`src/hdl/qrs_pkg.sv`:
```
// package for the quadratic root solver: constants, types, case codes and root saturation
`timescale 1ns / 1ps
package qrs_pkg;
  localparam int FracBitsDefault = 8;
  localparam int CoefW = 16;
  localparam int DiscW = 35;                 // |d| < 2^34 + 2^30
  localparam int RadW  = 66;                 // |d| * 2^30
  localparam int SqW   = 33;                 // floor(sqrt(|d| * 2^30))
  localparam int NumW  = 36;                 // |-B*2^16| or |-B*2^15 +- S|
  localparam int QuoW  = NumW;
  localparam int RootW = 32;

  localparam logic [1:0] ST_AZERO   = 2'd0;
  localparam logic [1:0] ST_CZERO   = 2'd1;
  localparam logic [1:0] ST_REAL    = 2'd2;
  localparam logic [1:0] ST_COMPLEX = 2'd3;

  // numerators and divisor handed from the front end to the divider
  typedef struct packed {
    logic [1:0]      status;
    logic            neg1;
    logic [NumW-1:0] num1;
    logic            neg2;
    logic [NumW-1:0] num2;
    logic [CoefW-1:0] den;    // |a|, or 1 when a is zero
  } qrs_div_t;

  function automatic logic [RootW-1:0] sat_root(input logic neg, input logic [QuoW-1:0] q,
                                                output logic clip);
    logic [RootW-1:0] r;
    clip = 1'b0;
    if (!neg) begin
      if (q > QuoW'(32'h7fff_ffff)) begin
        r = 32'h7fff_ffff;
        clip = 1'b1;
      end else begin
        r = q[RootW-1:0];
      end
    end else begin
      if (q > QuoW'(32'h8000_0000)) begin
        r = 32'h8000_0000;
        clip = 1'b1;
      end else begin
        r = RootW'(~q + 1'b1);
      end
    end
    return r;
  endfunction
endpackage

```
`src/hdl/qrs_sqrt.sv`:
```
// pipelined square root of the scaled discriminant, one result bit a stage
`timescale 1ns / 1ps
module qrs_sqrt
  import qrs_pkg::*;
#(
  parameter int Width = RadW,
  parameter int TagW  = 1
) (
  input  logic                  clk,
  input  logic                  rst,
  input  logic                  in_valid,
  input  logic [Width-1:0]      radicand,
  input  logic [TagW-1:0]       in_tag,
  output logic                  out_valid,
  output logic [Width/2-1:0]    root,
  output logic [TagW-1:0]       out_tag
);
  localparam int Steps = Width / 2;
  localparam int RemW  = Width / 2 + 2;

  logic [Steps:0]               vld;
  logic [Width-1:0]             rad  [Steps+1];
  logic [RemW-1:0]              rem  [Steps+1];
  logic [Width/2-1:0]           qt   [Steps+1];
  logic [TagW-1:0]              tag  [Steps+1];

  assign vld[0] = in_valid;
  assign rad[0] = radicand;
  assign rem[0] = '0;
  assign qt[0]  = '0;
  assign tag[0] = in_tag;

  // restoring method: two radicand bits in, one root bit out per stage
  for (genvar i = 0; i < Steps; i++) begin : g_stage
    logic [RemW-1:0] trial;
    logic [RemW-1:0] shifted;
    assign shifted = {rem[i][RemW-3:0], rad[i][Width-1 -: 2]};
    assign trial   = {qt[i], 2'b01};
    always_ff @(posedge clk) begin
      if (rst) begin
        vld[i+1] <= 1'b0;
      end else begin
        vld[i+1] <= vld[i];
      end
      rad[i+1] <= {rad[i][Width-3:0], 2'b00};
      tag[i+1] <= tag[i];
      if (shifted >= trial) begin
        rem[i+1] <= shifted - trial;
        qt[i+1]  <= {qt[i][Width/2-2:0], 1'b1};
      end else begin
        rem[i+1] <= shifted;
        qt[i+1]  <= {qt[i][Width/2-2:0], 1'b0};
      end
    end
  end

  assign out_valid = vld[Steps];
  assign root      = qt[Steps];
  assign out_tag   = tag[Steps];

  a_no_x_valid: assert property (@(posedge clk) disable iff (rst)
    $past(in_valid, Steps) |-> out_valid) else $error("sqrt lost a word");
  a_no_ghost: assert property (@(posedge clk) disable iff (rst)
    !$past(in_valid, Steps) && !$past(rst, Steps) |-> !out_valid)
    else $error("sqrt made a word");
  a_root_bound: assert property (@(posedge clk) disable iff (rst)
    out_valid && rad[Steps] == '0 |-> 1'b1) else $error("unreachable");
endmodule

```
`config.mk`:
```
export PLATFORM = sky130hd
export DESIGN_NAME = qrs_sqrt
export DESIGN_NICKNAME = d
export VERILOG_FILES = /design/src/hdl/qrs_pkg.sv /design/src/hdl/qrs_sqrt.sv
export SDC_FILE = /design/constraint.sdc
export NUM_CORES = 2
export LEC_CHECK = 0
export BUFFER_PORTS_ARGS = -buffer_cell sky130_fd_sc_hd__buf_2
export CAP_MARGIN = 20
export CORE_MARGIN = 5
export CORE_UTILIZATION = 65
export DETAILED_ROUTE_END_ITERATION = 10
export PLACE_DENSITY_LB_ADDON = 0.05
export SLEW_MARGIN = 20
export SYNTH_ARGS = -nofsm -noshare
export SYNTH_HDL_FRONTEND = slang
export SYNTH_SLANG_ARGS = --single-unit
```
`constraint.sdc`:
```
create_clock -name clk -period 7 [get_ports clk]
set_input_delay 2.1 -clock clk [delete_from_list [all_inputs] [get_ports clk]]
set_output_delay 2.1 -clock clk [all_outputs]
set_load 0.01 [all_outputs]
```
==> flow_summary.ini <==
[final_layout]
area_growth_syn_to_layout_pct = 11.8
stdcell_count = 11900
drive_gt1_frac = 0.0688
insertedDiodeCount = 0
fin_util = 0.728
nets = 10400

[routing]
finalWirelength_mm = 209
wl_met3_mm = 8.81
met1_length_mm = 87.1
drc = 0
wl_per_cell_um = 17.5
top_layer_used = met4
vias_per_cell = 5.58
drtIter0Drc = 4346
vias = 66600
ant_nets = 0
firstDrtPassIters = 6
route.met2.wl_mm = 105

[power_and_ir_drop]
swShare = 0.286
ir_drop_uv = 371
clkPwrFrac = 0.346
p_leak_uw = 0.0512
p_sw_uw = 11800
power_density_nw_per_um2 = 380
internal-power_uw = 29500
pwr-share-seq = 0.478
combPwrFrac = 0.177

[clocking]
htree_levels = 4
cts_made_buffers = 239
post_cts_resized = 0
cts_buffer_depth = 3
clockRootBuffer = clkbuf_16
clock_sinks = 2677
hold_buffers = 0
post-cts-setup-buffers = 0
clkSlewWorstSetupHoldPaths_ps = 70
cts_tree = done
clk_latency_ps = 870

[synth]
synthTopCellsByCount = dfxtp_1, inv_1, nand2_1
yosysTopAreaCell = dfxtp_1
yosysTopAreaCellShare = 0.551
syn-instance-count = 9610
synth_area_leaders = dfxtp_1, ha_1, xor2_1
syn_area_sq_um = 97200
seq_area_frac_synth = 0.551
synth_flop_cell = dfxtp_1
synth_edf_count = 0
yosysMostFrequentCell = dfxtp_1
synthesis.nets = 10300
ys_async_sr_fraction = 0
ys_types = 82
ys_ff_latch = 2677
ys_warn_count = 0
avgSynthCellArea_sq_um = 10.1

[timing]
hold_viol = 0
finalSetupTns_ps = 0
worst-slew-pin-transition_ps = 1090
maxSlewViolCount = 0
fin_crit_sh = 0.662
layout_min_cycle_time_ps = 4630
fmax_ghz = 0.216
maxSlewHeadroom = 0.257
holdWs_ps = 299
grt_setup_unrepaired = no
setup_viol = 0
fin_skew_ps = 80.3

[die]
rows = 142
start_util = 0.651
dieArea_sq_um = 157000
die_w_um = 397
fp.dieH_um = 397
io_pins = 105
core_sq_um = 149000

[global_route]
grt_remaining_overflow = 0
antenna_found_initial = 2
grt_pass1_wl_mm = 338
grt_start_max_net_pins = 52
grt_pass1_vias = 66200
track_usage = 0.262

[setup_path]
rrSetupSlack_ps = 2370
required_ps = 7730
worstPathArrival_ps = 5360
critPathKind = register to register
r2r-end = g_stage[31].shifted[12]
reg2reg_from = g_stage[30].trial[5]
worst_setup_path_start_kind = register
worstPathMaxFanout = 31
crit_path_end_kind = register
r2r_cells = 11

[worst_hold_path]
min_path_type = register to register
hold_end = tag[29]
whs_path_depth = 0
hold_path_startpoint = tag[30]

[placed_design]
numPlacedInstances = 11500
portBuffers = 104
globalplace.congestion = 0.932
dp_hpwl_mm = 153

[status]
outcome = finished, final reports clean

[job]
drv_cap = 0
==> power groups by stage <==
stage	clock network [uW]	registers [uW]	logic [uW]
2_1_floorplan	0	19200	5670
3_5_place_dp	0	20000	7160
4_1_cts	14600	19700	7250
6_report	14300	19700	7290
5_1_grt	15300	20000	8190
3_3_place_gp	0	20000	7030
==> critical path, stage by stage (launching register included) <==
cell	delay, ps
dfxtp_1	320
inv_1	40
ha_1	370
a211oi_1	410
o211ai_1	140
o21ai_0	620
o211ai_1	260
a311o_1	370
a21oi_1	390
o21a_1	840
buf_4	370
mux2_2	350
==> state kept, by name, indices dropped and copies added, names as in the netlist <==
name,cells
root,33
g_stage.trial,528
out_tag,1
rad,992
out_valid,1
vld,32
g_stage.shifted,1058
tag,32
==> routing by layer <==
metal / GRT usage / up-vias
met1: 0.318 / 31100
met3: 0.0354 / 531
li1: - / 33200
met5: 0 / -
met2: 0.473 / 1690
met4: 0.0991 / 0
==> cells by family (layout without fill, tap and decap cells) <==
group,count (synthesis),count (layout),share of synthesized area
flops,2677,2677,0.551
simple gates,2475,2475,0.125
compound gates,1998,1998,0.127
buf+inv,961,1333,0.0372
xor+xnor,820,820,0.0739
fa+ha+maj,598,598,0.0770
mux,80,80,0.00902
other cells,1,1,0.0000386
==> placed cells by master, fill, tap and decap left out, types with 61 or more instances in the layout <==
| cell type | synthesis | layout |
|---|---|---|
| a21o_1 | 255 | 255 |
| a21oi_1 | 553 | 551 |
| buf_2 | 5 | 104 |
| clkbuf_16 | 0 | 240 |
| dfxtp_1 | 2677 | 2677 |
| ha_1 | 598 | 598 |
| inv_1 | 754 | 754 |
| mux2_2 | 61 | 61 |
| nand2_1 | 737 | 737 |
| nand2b_1 | 87 | 87 |
| nand3_1 | 147 | 147 |
| nand4_1 | 109 | 109 |
| nor2_1 | 519 | 518 |
| nor2b_1 | 118 | 117 |
| nor3_1 | 242 | 239 |
| nor4_1 | 116 | 116 |
| o21a_1 | 100 | 100 |
| o21ai_0 | 597 | 597 |
| o31ai_1 | 70 | 70 |
| or3_1 | 117 | 117 |
| xnor2_1 | 384 | 384 |
| xor2_1 | 436 | 436 |
==> worst max path at each step <==
stage | start | end | slack (ps) | depth (start not counted)
after global routing | g_stage[30].trial[5] | g_stage[31].shifted[12] | 1980 | 11
after global placement | g_stage[30].trial[5] | g_stage[31].shifted[5] | 2460 | 11
final | g_stage[30].trial[5] | g_stage[31].shifted[12] | 2370 | 11
after CTS | g_stage[30].trial[5] | g_stage[31].shifted[12] | 2350 | 11
after floorplan | g_stage[31].trial[13] | g_stage[32].shifted[21] | 3560 | 14
after detailed placement | g_stage[30].trial[5] | g_stage[31].shifted[5] | 2430 | 11
==> cell type report <==
type	instances	area, sq um
clock inverters	128	2260
multi-input cells	5972	40100
fillers	10800	40600
repair buffers	129	768
well taps	1944	2430
clock buffers	320	6670
inverters	756	2840
flip-flops and latches	2677	53600
==> through the flow <==
step                      instance area, sq um  worst slack [ps]  power (uW)
after floorplan                          97200              3560       24900
after global placement                   99700              2460       27000
after detailed placement                 99700              2430       27200
after CTS                               109000              2350       41500
after global routing                    109000              1980       43400
final                                   109000              2370       41300
(Power assumes the default switching activity.)
